--- src/design/ipclass_pkg.sv ---
// Shared types and constants of the address text classifier.
// No dependencies; the front end, the back end and the top level import this package.
package ipclass_pkg;

  // Character codes of the two separators.
  localparam logic [7:0] DOT_CHAR   = 8'h2E;
  localparam logic [7:0] COLON_CHAR = 8'h3A;

  // Group and separator limits.
  localparam logic [9:0] V4_MAX_VALUE  = 10'd255;
  localparam logic [2:0] V4_MAX_DIGITS = 3'd3;
  localparam logic [2:0] V6_MAX_DIGITS = 3'd4;
  localparam logic [2:0] V4_SEPS       = 3'd3;
  localparam logic [3:0] V6_SEPS       = 4'd7;

  // Saturation points of the counters.
  localparam logic [2:0] LEN_SAT   = 3'd7;
  localparam logic [2:0] DOT_SAT   = 3'd7;
  localparam logic [3:0] COLON_SAT = 4'd15;
  localparam logic [9:0] VALUE_SAT = 10'd1023;

  // Verdict codes.
  localparam logic [1:0] VERDICT_NONE = 2'd0;
  localparam logic [1:0] VERDICT_V4   = 2'd1;
  localparam logic [1:0] VERDICT_V6   = 2'd2;

  // Character class decided by the front end.
  typedef enum logic [2:0] {
    CLS_DOT,
    CLS_COLON,
    CLS_DIGIT,
    CLS_HEX,
    CLS_OTHER
  } cls_t;

  // One classified character as it sits in the queue.
  typedef struct packed {
    cls_t       cls;
    logic [3:0] digit;
    logic       last;
  } tok_t;

endpackage

--- src/design/ipclass_in_if.sv ---
// Input channel of the address text classifier: one character per item.
// No dependencies.
interface ipclass_in_if;
  logic       valid;
  logic       ready;
  logic [7:0] ch;
  logic       is_last;

  modport source (output valid, output ch, output is_last, input ready);
  modport sink   (input valid, input ch, input is_last, output ready);
endinterface

--- src/design/ipclass_out_if.sv ---
// Result channel of the address text classifier: one verdict per item.
// No dependencies.
interface ipclass_out_if;
  logic       valid;
  logic       ready;
  logic [1:0] verdict;

  modport source (output valid, output verdict, input ready);
  modport sink   (input valid, input verdict, output ready);
endinterface

--- src/design/ipclass_front.sv ---
// Front end: accepts characters, classifies them and queues the tokens.
// Depends on ipclass_pkg and ipclass_in_if.
module ipclass_front
  import ipclass_pkg::*;
#(
  parameter int DEPTH = 4
) (
  input  logic                clk,
  input  logic                rst_n,
  ipclass_in_if.sink          in_chan,
  output logic                tok_valid,
  input  logic                tok_ready,
  output tok_t                tok
);

  localparam int PW = (DEPTH > 1) ? $clog2(DEPTH) : 1;
  localparam int CW = $clog2(DEPTH + 1);

  tok_t            q_r [DEPTH];
  logic [PW-1:0]   wr_ptr_r, wr_ptr_nxt;
  logic [PW-1:0]   rd_ptr_r, rd_ptr_nxt;
  logic [CW-1:0]   cnt_r, cnt_nxt;
  logic            push, pop;
  tok_t            tok_in;

  // Classify the incoming character.
  always_comb begin
    tok_in.last  = in_chan.is_last;
    tok_in.digit = in_chan.ch[3:0];
    if (in_chan.ch == DOT_CHAR) begin
      tok_in.cls = CLS_DOT;
    end else if (in_chan.ch == COLON_CHAR) begin
      tok_in.cls = CLS_COLON;
    end else if (in_chan.ch >= 8'h30 && in_chan.ch <= 8'h39) begin
      tok_in.cls = CLS_DIGIT;
    end else if ((in_chan.ch >= 8'h41 && in_chan.ch <= 8'h46) ||
                 (in_chan.ch >= 8'h61 && in_chan.ch <= 8'h66)) begin
      tok_in.cls = CLS_HEX;
    end else begin
      tok_in.cls = CLS_OTHER;
    end
  end

  assign in_chan.ready = (cnt_r != CW'(DEPTH));
  assign push          = in_chan.valid && in_chan.ready;
  assign tok_valid     = (cnt_r != '0);
  assign pop           = tok_valid && tok_ready;
  assign tok           = q_r[rd_ptr_r];

  always_comb begin
    wr_ptr_nxt = wr_ptr_r;
    rd_ptr_nxt = rd_ptr_r;
    if (push) begin
      wr_ptr_nxt = (wr_ptr_r == PW'(DEPTH - 1)) ? '0 : PW'(wr_ptr_r + 1'b1);
    end
    if (pop) begin
      rd_ptr_nxt = (rd_ptr_r == PW'(DEPTH - 1)) ? '0 : PW'(rd_ptr_r + 1'b1);
    end
    cnt_nxt = cnt_r;
    if (push && !pop) begin
      cnt_nxt = CW'(cnt_r + 1'b1);
    end else if (pop && !push) begin
      cnt_nxt = CW'(cnt_r - 1'b1);
    end
  end

  always_ff @(posedge clk) begin
    if (!rst_n) begin
      wr_ptr_r <= '0;
      rd_ptr_r <= '0;
      cnt_r    <= '0;
    end else begin
      wr_ptr_r <= wr_ptr_nxt;
      rd_ptr_r <= rd_ptr_nxt;
      cnt_r    <= cnt_nxt;
    end
  end

  // Token storage needs no reset.
  always_ff @(posedge clk) begin
    if (push) begin
      q_r[wr_ptr_r] <= tok_in;
    end
  end

  a_cnt_bound: assert property (@(posedge clk) disable iff (!rst_n)
    cnt_r <= CW'(DEPTH))
    else $error("queue count above depth");

  a_ptr_track: assert property (@(posedge clk) disable iff (!rst_n)
    (cnt_r == '0) |-> (wr_ptr_r == rd_ptr_r))
    else $error("empty queue with pointers apart");

  a_tok_hold: assert property (@(posedge clk) disable iff (!rst_n)
    (tok_valid && !tok_ready) |=> (tok_valid && $stable(tok)))
    else $error("waiting token changed");

endmodule

--- src/design/ipclass_back.sv ---
// Back end: walks the classified tokens, tracks IPv4/IPv6 validity and
// registers the verdict. Depends on ipclass_pkg and ipclass_out_if.
module ipclass_back
  import ipclass_pkg::*;
(
  input  logic          clk,
  input  logic          rst_n,
  input  logic          tok_valid,
  output logic          tok_ready,
  input  tok_t          tok,
  ipclass_out_if.source out_chan
);

  logic        v4_r, v4_nxt;
  logic        v6_r, v6_nxt;
  logic [2:0]  dot_r, dot_nxt;
  logic [3:0]  col_r, col_nxt;
  logic [2:0]  len_r, len_nxt;
  logic [9:0]  val_r, val_nxt;
  logic        lz_r, lz_nxt;
  logic [13:0] prod;
  logic [1:0]  verdict;
  logic        out_valid_r;
  logic [1:0]  verdict_r;
  logic        pop;

  // A last token needs the output register free; others pass freely.
  assign tok_ready = !tok.last || !out_valid_r || out_chan.ready;
  assign pop       = tok_valid && tok_ready;

  always_comb begin
    v4_nxt  = v4_r;
    v6_nxt  = v6_r;
    dot_nxt = dot_r;
    col_nxt = col_r;
    len_nxt = len_r;
    val_nxt = val_r;
    lz_nxt  = lz_r;
    prod    = {4'b0, val_r} * 14'd10 + {10'b0, tok.digit};
    unique case (tok.cls)
      CLS_DOT: begin
        v6_nxt = 1'b0;
        if (len_r == '0 || dot_r >= V4_SEPS) v4_nxt = 1'b0;
        if (dot_r < DOT_SAT) dot_nxt = 3'(dot_r + 1'b1);
        len_nxt = '0;
        val_nxt = '0;
        lz_nxt  = 1'b0;
      end
      CLS_COLON: begin
        v4_nxt = 1'b0;
        if (len_r == '0 || col_r >= V6_SEPS) v6_nxt = 1'b0;
        if (col_r < COLON_SAT) col_nxt = 4'(col_r + 1'b1);
        len_nxt = '0;
        val_nxt = '0;
        lz_nxt  = 1'b0;
      end
      CLS_DIGIT: begin
        if (len_r == '0) begin
          lz_nxt = (tok.digit == 4'd0);
        end else if (lz_r) begin
          v4_nxt = 1'b0;
        end
        val_nxt = (prod > {4'b0, VALUE_SAT}) ? VALUE_SAT : prod[9:0];
        if (val_nxt > V4_MAX_VALUE) v4_nxt = 1'b0;
        if (len_r < LEN_SAT) len_nxt = 3'(len_r + 1'b1);
      end
      CLS_HEX: begin
        v4_nxt = 1'b0;
        if (len_r < LEN_SAT) len_nxt = 3'(len_r + 1'b1);
      end
      default: begin
        v4_nxt = 1'b0;
        v6_nxt = 1'b0;
      end
    endcase
    if (len_nxt > V4_MAX_DIGITS) v4_nxt = 1'b0;
    if (len_nxt > V6_MAX_DIGITS) v6_nxt = 1'b0;

    if (v4_nxt && dot_nxt == V4_SEPS && len_nxt != '0) begin
      verdict = VERDICT_V4;
    end else if (v6_nxt && col_nxt == V6_SEPS && len_nxt != '0) begin
      verdict = VERDICT_V6;
    end else begin
      verdict = VERDICT_NONE;
    end
  end

  always_ff @(posedge clk) begin
    if (!rst_n) begin
      v4_r  <= 1'b1;
      v6_r  <= 1'b1;
      dot_r <= '0;
      col_r <= '0;
      len_r <= '0;
      val_r <= '0;
      lz_r  <= 1'b0;
    end else if (pop) begin
      if (tok.last) begin
        v4_r  <= 1'b1;
        v6_r  <= 1'b1;
        dot_r <= '0;
        col_r <= '0;
        len_r <= '0;
        val_r <= '0;
        lz_r  <= 1'b0;
      end else begin
        v4_r  <= v4_nxt;
        v6_r  <= v6_nxt;
        dot_r <= dot_nxt;
        col_r <= col_nxt;
        len_r <= len_nxt;
        val_r <= val_nxt;
        lz_r  <= lz_nxt;
      end
    end
  end

  always_ff @(posedge clk) begin
    if (!rst_n) begin
      out_valid_r <= 1'b0;
    end else if (pop && tok.last) begin
      out_valid_r <= 1'b1;
    end else if (out_chan.ready) begin
      out_valid_r <= 1'b0;
    end
  end

  always_ff @(posedge clk) begin
    if (pop && tok.last) begin
      verdict_r <= verdict;
    end
  end

  assign out_chan.valid   = out_valid_r;
  assign out_chan.verdict = verdict_r;

  a_reset_after_last: assert property (@(posedge clk) disable iff (!rst_n)
    (pop && tok.last) |=> (dot_r == '0 && col_r == '0 && len_r == '0 && v4_r && v6_r))
    else $error("string state not cleared after verdict");

  a_verdict_code: assert property (@(posedge clk) disable iff (!rst_n)
    out_valid_r |-> (verdict_r == VERDICT_NONE || verdict_r == VERDICT_V4 ||
                     verdict_r == VERDICT_V6))
    else $error("verdict code out of range");

  a_no_overwrite: assert property (@(posedge clk) disable iff (!rst_n)
    (out_valid_r && !out_chan.ready) |-> !(pop && tok.last))
    else $error("pending verdict overwritten");

endmodule

--- src/design/ip_address_text_classifier_top.sv ---
// Top level of the IPv4/IPv6 address text classifier.
// Depends on ipclass_pkg, ipclass_in_if, ipclass_out_if, ipclass_front, ipclass_back.
//
//   channel   dir  payload                       item
//   in_chan   in   ch[7:0], is_last              one character of the string
//   out_chan  out  verdict[1:0]                  0 neither, 1 IPv4, 2 IPv6
//
// Cycles: sustained one character per cycle while out_chan takes verdicts; a last
//   character is written into the token queue, then the back end registers its
//   verdict into verdict_r, which drives out_chan; only tokens queued ahead delay it.
// The figure is set by the per-character state update in the back end, which
//   retires one queued token per cycle unless a last token waits on a full output register.
// Reset: rst_n low for one clock empties the queue, drops any pending verdict
//   and returns the string state to "both kinds possible".
// Stalls: in_chan.ready depends only on queue fill; a stalled out_chan holds
//   the verdict, and the back end keeps consuming non-final characters.
module ip_address_text_classifier_top
  import ipclass_pkg::*;
#(
  parameter int QUEUE_DEPTH = 4
) (
  input  logic          clk,
  input  logic          rst_n,
  ipclass_in_if.sink    in_chan,
  ipclass_out_if.source out_chan
);

  logic tok_valid;
  logic tok_ready;
  tok_t tok;

  // Front: classify each character and hold it in the token queue.
  ipclass_front #(
    .DEPTH (QUEUE_DEPTH)
  ) u_front (
    .clk       (clk),
    .rst_n     (rst_n),
    .in_chan   (in_chan),
    .tok_valid (tok_valid),
    .tok_ready (tok_ready),
    .tok       (tok)
  );

  // Back: advance the validity state and register the verdict.
  ipclass_back u_back (
    .clk       (clk),
    .rst_n     (rst_n),
    .tok_valid (tok_valid),
    .tok_ready (tok_ready),
    .tok       (tok),
    .out_chan  (out_chan)
  );

endmodule
--- src/flat_wrapper.sv ---
// flat-port wrapper written by rule: the top's interface ports become plain ports
module ip_address_text_classifier_top_flat import ipclass_pkg::*;
#(
  parameter int QUEUE_DEPTH = 4
)
  (clk, rst_n, in_chan_valid, in_chan_ch, in_chan_is_last, in_chan_ready, out_chan_valid, out_chan_verdict, out_chan_ready);
  ipclass_in_if in_chan_i ();
  ipclass_out_if out_chan_i ();
  input  logic clk;
  input  logic rst_n;
  input wire logic [$bits(in_chan_i.valid)-1:0] in_chan_valid;
  input wire logic [$bits(in_chan_i.ch)-1:0] in_chan_ch;
  input wire logic [$bits(in_chan_i.is_last)-1:0] in_chan_is_last;
  output wire logic [$bits(in_chan_i.ready)-1:0] in_chan_ready;
  output wire logic [$bits(out_chan_i.valid)-1:0] out_chan_valid;
  output wire logic [$bits(out_chan_i.verdict)-1:0] out_chan_verdict;
  input wire logic [$bits(out_chan_i.ready)-1:0] out_chan_ready;
  assign in_chan_i.valid = in_chan_valid;
  assign in_chan_i.ch = in_chan_ch;
  assign in_chan_i.is_last = in_chan_is_last;
  assign in_chan_ready = in_chan_i.ready;
  assign out_chan_valid = out_chan_i.valid;
  assign out_chan_verdict = out_chan_i.verdict;
  assign out_chan_i.ready = out_chan_ready;
  ip_address_text_classifier_top #(.QUEUE_DEPTH(QUEUE_DEPTH)) u_core (.clk(clk), .rst_n(rst_n), .in_chan(in_chan_i), .out_chan(out_chan_i));
endmodule
--- config.mk ---
export PLATFORM = sky130hd
export DESIGN_NAME = ip_address_text_classifier_top_flat
export DESIGN_NICKNAME = d
export VERILOG_FILES = /design/src/design/ipclass_pkg.sv /design/src/design/ipclass_in_if.sv /design/src/design/ipclass_out_if.sv /design/src/design/ipclass_front.sv /design/src/design/ipclass_back.sv /design/src/design/ip_address_text_classifier_top.sv /design/src/flat_wrapper.sv
export SDC_FILE = /design/constraint.sdc
export NUM_CORES = 1
export LEC_CHECK = 0
export ABC_AREA = 1
export BUFFER_PORTS_ARGS = -buffer_cell sky130_fd_sc_hd__buf_2
export CORE_MARGIN = 10
export CORE_UTILIZATION = 50
export CTS_CLUSTER_SIZE = 24
export DETAILED_ROUTE_END_ITERATION = 12
export PLACE_DENSITY = 0.72
export REMOVE_ABC_BUFFERS = 1
export SLEW_MARGIN = 10
export SYNTH_ARGS = -nofsm -noshare
export SYNTH_HDL_FRONTEND = slang
export SYNTH_SLANG_ARGS = --single-unit
--- constraint.sdc ---
create_clock -name clk -period 2.5 [get_ports clk]
set_input_delay 0.25 -clock clk [delete_from_list [all_inputs] [get_ports clk]]
set_output_delay 0.25 -clock clk [all_outputs]
set_load 0.05 [all_outputs]
-- Word-level counts from Yosys, hierarchy flattened
Memories as Yosys holds them, arrays and structs flattened. A register that Yosys moved wholly into a read port is not among the register bits.
Index checks and enable logic that the tools add are counted.
- register bits: 33
- bits in writable memories: 32
- input port bits: 13
- output and inout port bits: 4
- memories kept: 1
- memories (memory ; depth ; bits a word ; rd ports ; clocked after memory_dff ; wr ports ; line ; text):
    u_core.u_front.q_r ; 4 ; 8 ; 1 ; 1 ; 1 ; ipclass_front.sv:19 ; tok_t q_r [DEPTH];
- add/subtract/negate cells: 8
- multiply operators: 1
- magnitude comparators: 15
- eq/ne operators: 11
- muxes and demuxes: 41
- reductions and logical operators: 33
- operators with widths (operator ; number):
    3-bit 2-to-1 mux ; 11
    10-bit 2-to-1 mux ; 2
    10-bit case mux with 2 select lines ; 1
    8-bit by 6-bit == test with 1-bit output (second input constant) ; 2
    8-bit by 7-bit >= comparator with 1-bit output (second input constant) ; 2
    8-bit by 7-bit less-or-equal comparator with 1-bit output (second input constant) ; 2
    1-bit 2-to-1 mux ; 15
    14-bit by 4-bit adder with 14-bit output ; 1
    14-bit by 10-bit > comparator with 1-bit output (second input constant) ; 1
    10-bit by 3-bit multiplier with 13-bit output (second input constant) ; 1
    1-bit logical AND ; 12
    4-bit 2-to-1 mux ; 3
    10-bit by 8-bit > comparator with 1-bit output (second input constant) ; 1
    2-bit 2-to-1 mux ; 5
    3-bit by 1-bit adder with 3-bit output (second input constant) ; 3
    3-bit by 2-bit == test with 1-bit output (second input constant) ; 3
    3-bit nonzero test ; 3
    8-bit by 6-bit >= comparator with 1-bit output (second input constant) ; 1
    8-bit by 6-bit less-or-equal comparator with 1-bit output (second input constant) ; 1
    3-bit logical NOT ; 2
    3-bit less-than comparator (second input constant) ; 2
    3-bit inequality test (second input constant) ; 2
    1-bit case mux with 2 select lines ; 3
    3-bit case mux with 2 select lines ; 1
    18 further kinds ; 29

-- Depth between registers and ports, before layout
Gate-level depths: netlist of the first run.
- depth after elaboration: 10
- depth in mapped cells: 22
- gate-level depth less buffers: 21

-- Cells and area by module
From an unflattened synthesis of the first run, not the netlist that was laid out.
- cells, all modules: 499
- area, all modules: 4000.1 um^2
- by module, submodules not included (module ; times used ; cells each ; area an instance (um^2)):
    ipclass_back ; 1 ; 330 ; 2212.1
    ipclass_front ; 1 ; 169 ; 1788.0

-- Worst setup path after synthesis of the first run
No wires, ideal clock.
- kind: flip-flop to flip-flop
- from: register u_core.u_back.val_r[1]
- to: register u_core.u_back.verdict_r[1] (netlist: u_core.u_back.out_chan.verdict[1]) (data pin)
- library setup time: 249 ps
- arrival: 2487 ps
- path slack: -236 ps
- cell stages (with the launch flop): 19
- path buffers: 0
- period minus slack after synthesis: 2736 ps
- path through: dfxtp_1 ha_1 ha_1 inv_1 fa_1 inv_1 nand3_1 nor2_2 nand3_2 nor2_2 nand2_1 nand2_1 nand2_1 nor2_2 nand4_1 nand2_1 nand3_1 nand2_1 inv_1
- longest elaborated chain between the ends: 10
- RTL lines (item ; line ; text):
    start, declared ; ipclass_back.sv:19 ; logic [9:0] val_r, val_nxt;
    start signal, assigned ; ipclass_back.sv:112 ; val_r <= val_nxt;
    10-bit by 3-bit multiplier with 13-bit output * ; ipclass_back.sv:39 ; prod = {4'b0, val_r} * 14'd10 + {10'b0, tok.digit};
    14-bit by 4-bit adder with 14-bit output * ; ipclass_back.sv:39 ;
    14-bit by 10-bit > comparator with 1-bit output ; ipclass_back.sv:63 ; val_nxt = (prod > {4'b0, VALUE_SAT}) ? VALUE_SAT : prod[9:0];
    10-bit 2-to-1 mux * ; ipclass_back.sv:63 ;
    10-bit by 8-bit > comparator with 1-bit output * ; ipclass_back.sv:64 ; if (val_nxt > V4_MAX_VALUE) v4_nxt = 1'b0;
    1-bit 2-to-1 mux * ; ipclass_back.sv:64 ;
    1-bit case mux with 2 select lines * ; ipclass_back.sv:40 ; unique case (tok.cls)
    1-bit 2-to-1 mux * ; ipclass_back.sv:76 ; if (len_nxt > V4_MAX_DIGITS) v4_nxt = 1'b0;
    1-bit logical AND * (2 in a row) ; ipclass_back.sv:79 ; if (v4_nxt && dot_nxt == V4_SEPS && len_nxt != '0) begin
    end signal, assigned ; ipclass_back.sv:130 ; verdict_r <= verdict;
    end, declared ; ipclass_back.sv:24 ; logic [1:0] verdict_r;
Mark *: on every way between the ends. The rest lies on a longest branch, timed or not.
A chain may end at the register's enable or synchronous reset.

-- Worst setup path in the final report of the first run
- from: register u_core.u_back.val_r[3]
- to: register u_core.u_back.verdict_r[1] (netlist: u_core.u_back.out_chan.verdict[1]) (data pin)
The elaborated chain is that of the path after synthesis.

==> impl_results.md, run 1 <==
- Detail Placement HPWL: 6410 um
- Worst hold stages: 1
- Grt met2 use: a little over a quarter
- R2r startpoint: u_core.u_back.val_r[3]
- Asr flop ratio synth: 0%
- DR vias/cell: 5.22
- First drt pass iteration count: 5
- Max Clk Rate: 365 MHz
- CTS tree: yes
- Vias: between 3000 and 4000
- Hold Vio Cnt, Final: 0
- Complex-gate fraction of the synthesized area: a little under an eighth
- DRC: 0
- GP Congestion: 0.828
- Hold Crit Class: in -> reg
- Final Setup Violations: 13
- Synth area leader: edfxtp_1
- Top post-synthesis cells by count: nand2_1 (146), inv_1 (59), a21oi_1 (35)
- Hold Startpoint: in_chan_is_last
- Top cells by area, synth: edfxtp_1 (25%), dfxtp_1 (16%), nand2_1 (14%)
- Synthesized-area fraction occupied by adder cells: a little over a tenth
- Slew HR: 47.6%
- Most common cell in the netlist: nand2_1
- Worst-Skew Late Latency: about 0.35 ns
- Die Span X: about 110 um
- Pre-CTS setup slack: -0.367 ns
- Post-synthesis xor/xnor area fraction: approximately 1.9%
- GRT Total Usage: around 15%
- Worst Reg-to-Reg Cells: 18
- RSZ-0062 raised after global routing: true
- Final Skew: approximately 0.0085 ns
- Vias in the first global route: roughly 3500
- Flops & latches, synth: between 60 and 70
- WHS: ~0.10 ns
- CTS H-tree lvls: 3
- Initial antenna violation count: 0
- CP Max Fanout: 4
- Global route hottest layer: met2
- Worst EP arrival: 2.86 ns
- Clock tree buffer depth: 2
- Synth cell types: between 40 and 50
- Total die area: 12100 sq um
- Final Cycle Share: 109%
- Worst setup margin: -0.236 ns
- Capturing element type of the critical path: register
- Chip Height: 110 um
- Hold endpoint: u_core.u_front.q_r[3][0]
- Outcome: finished, violations left
- Cell Area, Synth: 4040 sq um
- Antenna Nets Post-Route: 0
- # clock sinks: 67
- # Max-Cap Violations: 0
- Post-synth EDFFs: 34
- IO Port Bufs: 16
- Largest family of logic cells by synthesized area: simple AND/OR/NAND/NOR gates
- Lkg Pwr: roughly 2.2 nW
- Num CTS Buffers: 9
- GRT Residual Overflow: 0
- CTS root buffer: clkbuf_8
- Yosys warnings: 0
- Clock transition at path regs: about 0.080 ns
- Layout cell share with drive strength beyond 1: about 24%
- Reg2reg end: u_core.u_back.out_chan.verdict[1]
- DRT iter0 DRCs: ~150
- Maximum vdd drop: 0.000511 V
- Final worst path period need: about 2.7 ns
- Antenna diodes: 0
- Worst path required time: roughly 2.6 ns
- Synth Flop Type: edfxtp_1
- Crit path kind: reg -> reg
- Avg WL per Cell: between 10 and 15 um
- Largest net degree at the start of global routing: 24
- M3 GR Usage: 3.45%
- Synthesis-to-layout area growth: 22.3%
- Failing checks: setup timing
- Pins Over Slew Limit: 0
- Hold_buf cts: 0
- Grt met1 use: 17.8%
- Cells after synthesis: ~500
- Mapped Avg Cell Area: roughly 8 sq um
- Util after Layout: 63.3%
- Reg2Reg Setup Slack: -0.24 ns
- WL final: 8770 um
- Io pins: 17
- Final nets: between 600 and 700
- Synth Area in Simple Gates: between 20% and 30%
- Core box area: a little under 8000 sq um
- Worst slew pin tran: approximately 0.8 ns
- CP startpoint kind: register
- # rows: 32
- Post-synthesis mux area share: 0.248%
- First-pass GRT wire length: about 15000 um
- Initial Util: between 50 and 60%
- Post-synthesis sequential area ratio: between 40% and 50%
- Power Density: around 820 nW/um^2
- Synth top area share: around a quarter
==> registers in the layout, summed over array words and instances, names as in the netlist, named ones only <==
signal	flops
u_core.u_back.dot_r	3
u_core.u_back.len_r	3
u_core.u_back.out_chan.verdict	2
u_core.u_front.rd_ptr_r	2
u_core.u_back.val_r	10
u_core.u_front.wr_ptr_r	2
u_core.u_back.v4_r	1
u_core.u_front.q_r	32
u_core.u_front.cnt_r	3
u_core.u_back.col_r	4
u_core.u_back.lz_r	1
u_core.u_back.out_chan.valid	1
u_core.u_back.v6_r	1
==> layer usage <==
metal | part of all wire [%] | vias up
met4 | 1.6 | 0
met1 | 45 | 1649
met3 | 2.7 | 19
li1 | - | 1815
met2 | 51 | 64
met5 | 0 | -
==> where the power goes <==
part	internal, mW	switching [mW]	total (mW)
Combinational	0.569	1.09	1.66
Sequential	1.34	0.109	1.44
Clock	0.478	0.468	0.946
==> logic make-up (layout without fill, tap and decap cells) <==
logic type | after synthesis | after routing
adder cells (fa/ha/maj) | 33 | 33
multiplexers | 1 | 1
AO/OA/AOI/OAI | 77 | 77
XOR/XNOR | 9 | 9
AND/OR/NAND/NOR | 246 | 246
buffers and inverters | 74 | 145
flip-flops | 67 | 67
==> cell type report <==
cell class / instances / area (sq um)
Clock buffer: 9 / 124
Fill cell: 658 / 2870
Multi-Input combinational cell: 366 / 2230
Inverter: 68 / 260
Timing Repair Buffer: 61 / 422
Sequential cell: 67 / 1690
Clock inverter: 7 / 81.3
Tap cell: 102 / 128
==> worst max-delay path by stage <==
stage	from	end	slack (ns)	depth (start not counted)
after CTS	u_core.u_back.val_r[1]	u_core.u_back.out_chan.verdict[1]	-0.19	18
after global routing	u_core.u_back.val_r[1]	u_core.u_back.out_chan.verdict[1]	-0.41	20
after detailed placement	u_core.u_back.val_r[3]	u_core.u_back.out_chan.verdict[1]	-0.37	20
after global placement	u_core.u_back.val_r[1]	u_core.u_back.out_chan.verdict[1]	-0.25	20
after floorplan	register	u_core.u_back.out_chan.verdict[1]	-0.25	18
final	u_core.u_back.val_r[3]	u_core.u_back.out_chan.verdict[1]	-0.24	18
==> worst max-delay path: stages, from the launching register on <==
cell,delay [ns]
dfxtp_2,0.34
ha_4,0.27
ha_4,0.13
inv_2,0.04
fa_2,0.35
inv_2,0.08
nand2_4,0.06
nand2_4,0.06
nand2_1,0.05
nand2_1,0.08
nand2_2,0.10
buf_4,0.15
buf_4,0.12
xor2_1,0.22
nand4_1,0.18
nand2_2,0.11
nand3_2,0.07
nand2_1,0.06
inv_1,0.03
==> cells in the final DEF (no fill, tap or decap), drive strengths merged, types with 3 or more instances in the layout <==
cell	synthesis	final
a31oi	4	4
inv	65	69
buf	4	61
a21oi	35	35
nor2	40	40
ha	30	30
nand2	154	154
nand3b	6	6
fa	3	3
edfxtp	34	34
clkbuf	2	9
xor2	6	6
o21ai	26	26
nor3	4	4
xnor2	3	3
nand3	36	36
dfxtp	33	33
clkinv	3	5
==> stage by stage <==
step                instances  cell area [sq um]  setup TNS (ns)  total power [mW]
floorplan                 501               4000           -1.20              2.54
global placement          658               4500           -2.44              2.97
detailed placement        658               4500           -3.63              3.03
CTS                       678               4850           -2.07              4.02
global route              680               4940           -4.65              4.35
finish                    680               4940           -2.12              4.05
==> what timing repair did <==
item | CTS | global route
resized for setup | 27 | 24
setup buffers | 4 | 3
pin swaps | 16 | 19
endpoints found under the setup margin | 13 | 14
No activity file was read; power rests on OpenSTA's default activity.
==> run 2, diff against run 1 <==
--- a/config.mk
+++ b/config.mk
@@ -8,10 +8,10 @@
 export ABC_AREA = 1
 export BUFFER_PORTS_ARGS = -buffer_cell sky130_fd_sc_hd__buf_2
 export CORE_MARGIN = 10
-export CORE_UTILIZATION = 50
+export CORE_UTILIZATION = 23
 export CTS_CLUSTER_SIZE = 24
 export DETAILED_ROUTE_END_ITERATION = 12
-export PLACE_DENSITY = 0.72
+export PLACE_DENSITY = 0.41
 export REMOVE_ABC_BUFFERS = 1
 export SLEW_MARGIN = 10
 export SYNTH_ARGS = -nofsm -noshare
==> run 2 against run 1 <==
The flow still finishes with violations (setup timing). First-iteration DRC count is 26% lower. Sequential share of layout area is 2.7 points lower. Register-to-register slack hardly changed. Routed wire length is 11% higher. Sequential power hardly changed. Combinational power is 9% higher. Cell count is 20% higher. Highest routed layer unchanged.
==> impl_results.md, run 2 (same netlist as run 1, synthesis figures left out) <==
- Outcome: finished, violations left
- Failing checks: setup timing
- CP bufs+invs: 3 (-2)
- GP Congestion: 0.762 (-7.9%)
- Largest register FFs: 32 (unchanged)
- Initial Util: 23.5% (-28 points)
- Io pins: 17 (unchanged)
- Final Cycle Share: 109% (-0.13 points)
- Top cell by count, worst path: nand2_1
- Vias: 3498 (-1.4%)
- CTS tree: yes
- Slew HR: 37.5% (-10 points)
- Vias in the first global route: 3478 (-0.29%)
- CTS root buffer: clkbuf_16
- First drt pass iteration count: 6 (+1)
- Worst setup margin: -0.233 ns (+0.00314 ns)
- Final Skew: 0.00740 ns (-0.00114 ns)
- Final worst path period need: 2.73 ns (-0.00314 ns)
- Maximum vdd drop: 0.000371 V (-27%)
- Pre-CTS setup slack: -0.409 ns (-0.0416 ns)
- First-pass GRT wire length: 16400 um (+10%)
- Total die area: 23300 sq um (+93%)
- Max Clk Rate: 366 MHz (+0.11%)
- WL final: 9740 um (+11%)
- Worst-Skew Late Latency: 0.33 ns (-0.02 ns)
- Synthesis-to-layout area growth: 32.8%
- Slowest stage delay, CP: 0.34 ns (about the same)
- Hold Crit Class: in -> reg
- Antenna diodes: 0 (unchanged)
- DRT iter0 DRCs: 112 (-26%)
- IO Port Bufs: 16 (unchanged)
- Final Setup Violations: 13 (unchanged)
- CP startpoint kind: register
- Crit path kind: reg -> reg
- Clock transition at path regs: 0.06 ns (-0.02 ns)
- Final nets: 629 (+1.6%)
- Cell family with most CP delay: simple AND/OR/NAND/NOR gates
- Worst EP arrival: 2.83 ns (-0.03 ns)
- RSZ-0062 raised after global routing: true
- Largest net degree at the start of global routing: 24 (unchanged)
- Worst path required time: 2.59 ns (-0.03 ns)
- # rows: 48 (+50%)
- Die Span X: 153 um (+39%)
- Clock tree buffer depth: 2 (unchanged)
- Layout cell share with drive strength beyond 1: 29.4% (+5.0 points)
- # Max-Cap Violations: 0 (unchanged)
- # clock sinks: 67 (unchanged)
- Chip Height: 153 um (+39%)
- Avg WL per Cell: 12.0 um (-7.1%)
- Worst slew pin tran: 0.936 ns (+0.151 ns)
- Most common cell after layout, fill and taps aside: nand2_1
- Power, Total: 4.49 mW (+11%)
- DR vias/cell: 4.30 (-18%)
- CTS H-tree lvls: 3 (unchanged)
- Core box area: 17200 sq um (+120%)
- CP cell instances: ha_4, ha_4, inv_2, fa_2, inv_2, nand2_4, nand2_4, nand3b_1, nand2_2, nand3_2, nor2_4, nand2_1, nand2_1, nand2_2, nor2_4, nand4_1, nand2_1, nand3_2, nand2_1, inv_1
- DRC: 0 (unchanged)
- Filler instances: 1819 (+180%)
- Final Cell Area: 5370 sq um (+8.6%)
- Num CTS Buffers: 9 (unchanged)
- Regs by FF count: u_core.u_front.q_r (32), u_core.u_back.val_r (10), u_core.u_back.col_r (4)
- CP Max Fanout: 4 (unchanged)
- Pins Over Slew Limit: 0 (unchanged)
- Antenna Nets Post-Route: 0 (unchanged)
- Most frequent cells in the layout: nand2_1 (129), inv_1 (56), buf_4 (54)
- Worst Reg-to-Reg Cells: 20 (+2)
- Hold Vio Cnt, Final: 0 (unchanged)
- Lkg Pwr: 2.32 nW (+4.1%)
- Capturing element type of the critical path: register
- Worst hold stages: 1 (unchanged)
- GRT Residual Overflow: 0 (unchanged)
- Most flops, register: u_core.u_front.q_r
- Initial antenna violation count: 0 (unchanged)
- GRT Total Usage: 8.36% (-6.9 points)
- Power Density: 835 nW/um^2 (+2.0%)
- Critical path depth in cells: 20 (+2)
- Detail Placement HPWL: 7080 um (+10%)
- CP max-delay cell: fa_2
- Placed Instance Area: 4680 sq um (+3.9%)
## run 2: cell type report
class                   instances  area, sq um  area share [%]
multi-input cells             366         2340            43.5
inverters                      68          268            4.99
clock buffers                   9          225            4.19
clock inverters                 7         68.8            1.28
flip-flops and latches         67         1690            31.5
repair buffers                 71          497            9.25
well taps                     225          282            5.24
## run 2: worst paths after layout
check,startpoint,end,slack (ns)
setup / recovery,u_core.u_back.val_r[1],u_core.u_back.out_chan.verdict[1],-0.23
setup reg to reg,u_core.u_back.val_r[1],u_core.u_back.out_chan.verdict[1],-0.23
hold reg to reg,u_core.u_back.lz_r,u_core.u_back.lz_r,0.45
hold / removal,in_chan_is_last,u_core.u_front.q_r[3][0],0.14
## run 2: through the flow
stage,std cells,hold WS (ns),TNS (ns),util [%]
floorplan,501,0.349,-1.20,-
global placement,784,0.449,-3.61,27.1
detailed placement,784,0.448,-4.10,27.1
CTS,810,0.130,-2.09,30.0
global route,813,0.141,-4.42,31.1
finish,813,0.138,-2.15,31.1
## run 2: power breakdown
group / internal, mW / switching [mW] / total [mW]
logic: 0.642 / 1.17 / 1.81
clock network: 0.766 / 0.468 / 1.23
registers: 1.34 / 0.106 / 1.44
total: 2.75 / 1.74 / 4.49
## run 2: repair_timing
item                       4_1_cts  5_1_grt
hold buffers                     0        0
gates resized for setup         34       48
setup buffers                   10        5
setup endpoints to repair       13       14
pin swaps                       16       30
## run 2: worst register-to-register path: stages (launching register included)
cell	delay (ns)
dfxtp_2	0.33
ha_4	0.27
ha_4	0.13
inv_2	0.03
fa_2	0.34
inv_2	0.08
nand2_4	0.05
nand2_4	0.08
nand3b_1	0.09
nand2_2	0.14
nand3_2	0.11
nor2_4	0.14
nand2_1	0.07
nand2_1	0.07
nand2_2	0.06
nor2_4	0.14
nand4_1	0.10
nand2_1	0.10
nand3_2	0.07
nand2_1	0.07
inv_1	0.03
## run 2: metal layers
layer	GRT usage, %	vias up	part of all wire, %
met2	14.4	30	49
met5	0	-	0
met1	10.2	1627	48
met3	1.98	7	2.5
li1	-	1834	-
met4	2.00	0	0.63
==> run 3, diff against run 2 <==
--- a/config.mk
+++ b/config.mk
@@ -12,6 +12,7 @@
 export CTS_CLUSTER_SIZE = 24
 export DETAILED_ROUTE_END_ITERATION = 12
 export PLACE_DENSITY = 0.41
+export RECOVER_POWER = 50
 export REMOVE_ABC_BUFFERS = 1
 export SLEW_MARGIN = 10
 export SYNTH_ARGS = -nofsm -noshare
==> run 3 against run 2 <==
The flow still finishes with violations (setup timing). Power is 0.16% lower. First-iteration DRC count is 1.8% lower. Critical path depth stayed put. Flip-flop and latch count stayed put. Combinational power hardly changed. Routed wire length is 0.24% higher. Worst setup slack hardly changed. Cell count stayed put. Count of clock-buffer cells in the layout stayed put. Die area stayed put.
==> impl_results.md, run 3 (same netlist as run 1, synthesis figures left out) <==
- # clock sinks: 67 (unchanged)
- Initial Util: 23.5% (unchanged)
- # rows: 48 (unchanged)
- First drt pass iteration count: 6 (unchanged)
- Clock transition at path regs: 0.06 ns (about the same)
- Sequential share of power: 32.3% (about the same)
- Worst Reg-to-Reg Cells: 20 (unchanged)
- Antenna diodes: 0 (unchanged)
- CTS root buffer: clkbuf_16
- Switching Share: 38.9% (+0.13 points)
- Worst slew pin tran: 0.936 ns (-0.000106 ns)
- Num CTS Buffers: 9 (unchanged)
- Hold Crit Class: in -> reg
- Internal: 2.74 mW (-0.37%)
- Synthesis-to-layout area growth: 32.3%
- Final worst path period need: 2.73 ns (+0.0000550 ns)
- Io pins: 17 (unchanged)
- Pins Over Slew Limit: 0 (unchanged)
- # Max-Cap Violations: 0 (unchanged)
- Total die area: 23300 sq um (unchanged)
- GP Congestion: 0.762 (unchanged)
- Worst setup margin: -0.233 ns (-0.0000550 ns)
- IO Port Bufs: 16 (unchanged)
- Maximum vdd drop: 0.000372 V (+0.13%)
- Lkg Pwr: 2.29 nW (-1.4%)
- CP Max Fanout: 4 (unchanged)
- Clock tree buffer depth: 2 (unchanged)
- Largest register FFs: 32 (unchanged)
- Antenna Nets Post-Route: 0 (unchanged)
- RSZ-0062 raised after global routing: true
- Vias: 3497 (-0.029%)
- Final Skew: 0.00744 ns (+0.0000369 ns)
- DRC: 0 (unchanged)
- Chip Height: 153 um (unchanged)
- CTS tree: yes
- Reg2Reg Setup Slack: -0.23 ns (about the same)
- M3 GR Usage: 1.98% (unchanged)
- Power Density: 837 nW/um^2 (+0.19%)
- Final nets: 629 (unchanged)
- Regs by FF count: u_core.u_front.q_r (32), u_core.u_back.val_r (10), u_core.u_back.col_r (4)
- Power, Total: 4.48 mW (-0.16%)
- Largest net degree at the start of global routing: 24 (unchanged)
- Slew HR: 37.5% (about the same)
- First-pass GRT wire length: 16400 um (unchanged)
- Capturing element type of the critical path: register
- GRT Residual Overflow: 0 (unchanged)
- Max Clk Rate: 366 MHz (about the same)
- Worst EP arrival: 2.83 ns (about the same)
- DRT iter0 DRCs: 110 (-1.8%)
- Avg WL per Cell: 12.0 um (+0.24%)
- Final Cycle Share: 109% (about the same)
- Worst path required time: 2.59 ns (about the same)
- Most flops, register: u_core.u_front.q_r
- Grt met1 use: 10.2% (unchanged)
- Layout cell share with drive strength beyond 1: 27.6% (-1.9 points)
- Detail Placement HPWL: 7080 um (unchanged)
- Most frequent cells in the layout: nand2_1 (129), inv_1 (56), buf_4 (52)
- Most common cell after layout, fill and taps aside: nand2_1
- Initial antenna violation count: 0 (unchanged)
- CTS H-tree lvls: 3 (unchanged)
- Die Span X: 153 um (unchanged)
- Core box area: 17200 sq um (unchanged)
- DR vias/cell: 4.30 (about the same)
- Failing checks: setup timing
- Clock power share: 27.6% (about the same)
- Worst hold stages: 1 (unchanged)
- WL final: 9760 um (+0.24%)
- Hold Vio Cnt, Final: 0 (unchanged)
- GRT Total Usage: 8.36% (unchanged)
- Grt met2 use: 14.4% (unchanged)
- Outcome: finished, violations left
- TNS Setup: -2.15 ns (-0.000530 ns)
- P_sw: 1.74 mW (+0.18%)
- Final Setup Violations: 13 (unchanged)
- Worst-Skew Late Latency: 0.33 ns (about the same)
- Comb pwr share: 40.2% (about the same)
- Global route hottest layer: met2
- Crit path kind: reg -> reg
- Vias in the first global route: 3478 (unchanged)
- CP startpoint kind: register
run 3: cell count changes in the layout (fill, tap and decap cells not counted), sizes merged:
cell    delta
buf       -11
clkbuf    +11
run 3: worst paths after layout:
check                                       startpoint                           endpoint
worst max-delay path            u_core.u_back.val_r[1]  u_core.u_back.out_chan.verdict[1]
worst min-delay path                   in_chan_is_last           u_core.u_front.q_r[3][0]
worst max register to register  u_core.u_back.val_r[1]  u_core.u_back.out_chan.verdict[1]
worst min register to register      u_core.u_back.lz_r                 u_core.u_back.lz_r
run 3: layout make-up:
cell class                 instances  area [sq um]
fill                            1823         11900
multi-input combinational        366          2340
sequential                        67          1690
timing repair buffer              71           478
tap                              225           282
inverter                          68           268
clock buffer                       9           225
clock inverter                     7          68.8
run 3: power groups by stage:
| stage | registers [mW] | clock network [mW] | logic, mW |
|---|---|---|---|
| finish | 1.45 | 1.23 | 1.80 |
| CTS | 1.45 | 1.28 | 1.76 |
| global route | 1.47 | 1.33 | 2.02 |
| floorplan | 1.52 | 0 | 1.02 |
| detailed placement | 1.46 | 0 | 1.66 |
| global placement | 1.45 | 0 | 1.64 |
run 3: per-stage QoR:
step / util, % / instance area [sq um] / hold WS (ns) / setup WS, ns / cells
6_report: 31.0 / 5350 / 0.186 / -0.233 / 813
5_1_grt: 31.0 / 5350 / 0.214 / -0.435 / 813
4_1_cts: 30.0 / 5170 / 0.130 / -0.228 / 810
3_5_place_dp: 27.1 / 4680 / 0.448 / -0.409 / 784
3_3_place_gp: 27.1 / 4680 / 0.449 / -0.373 / 784
2_1_floorplan: - / 4000 / 0.349 / -0.246 / 501
run 3: metal layers:
metal | part of all wire (%) | routed length [um]
met2 | 49 | 4750
met1 | 48 | 4730
met5 | 0 | 0
met3 | 2.3 | 225
met4 | 0.62 | 61
run 3: critical path, stage by stage, from the launching register on:
cell	delay [ns]
dfxtp_2	0.33
ha_4	0.27
ha_4	0.13
inv_2	0.03
fa_2	0.34
inv_2	0.08
nand2_4	0.05
nand2_4	0.08
nand3b_1	0.09
nand2_2	0.14
nand3_2	0.11
nor2_4	0.14
nand2_1	0.07
nand2_1	0.07
nand2_2	0.06
nor2_4	0.14
nand4_1	0.10
nand2_1	0.10
nand3_2	0.07
nand2_1	0.06
inv_1	0.03
run 3: repair_timing:
| item | 4_1_cts | 5_1_grt |
|---|---|---|
| endpoints found under the setup margin | 13 | 14 |
| buffers inserted | 10 | 5 |
| hold buffers | 0 | 0 |
| resized for setup | 34 | 48 |
| pin swaps | 16 | 30 |
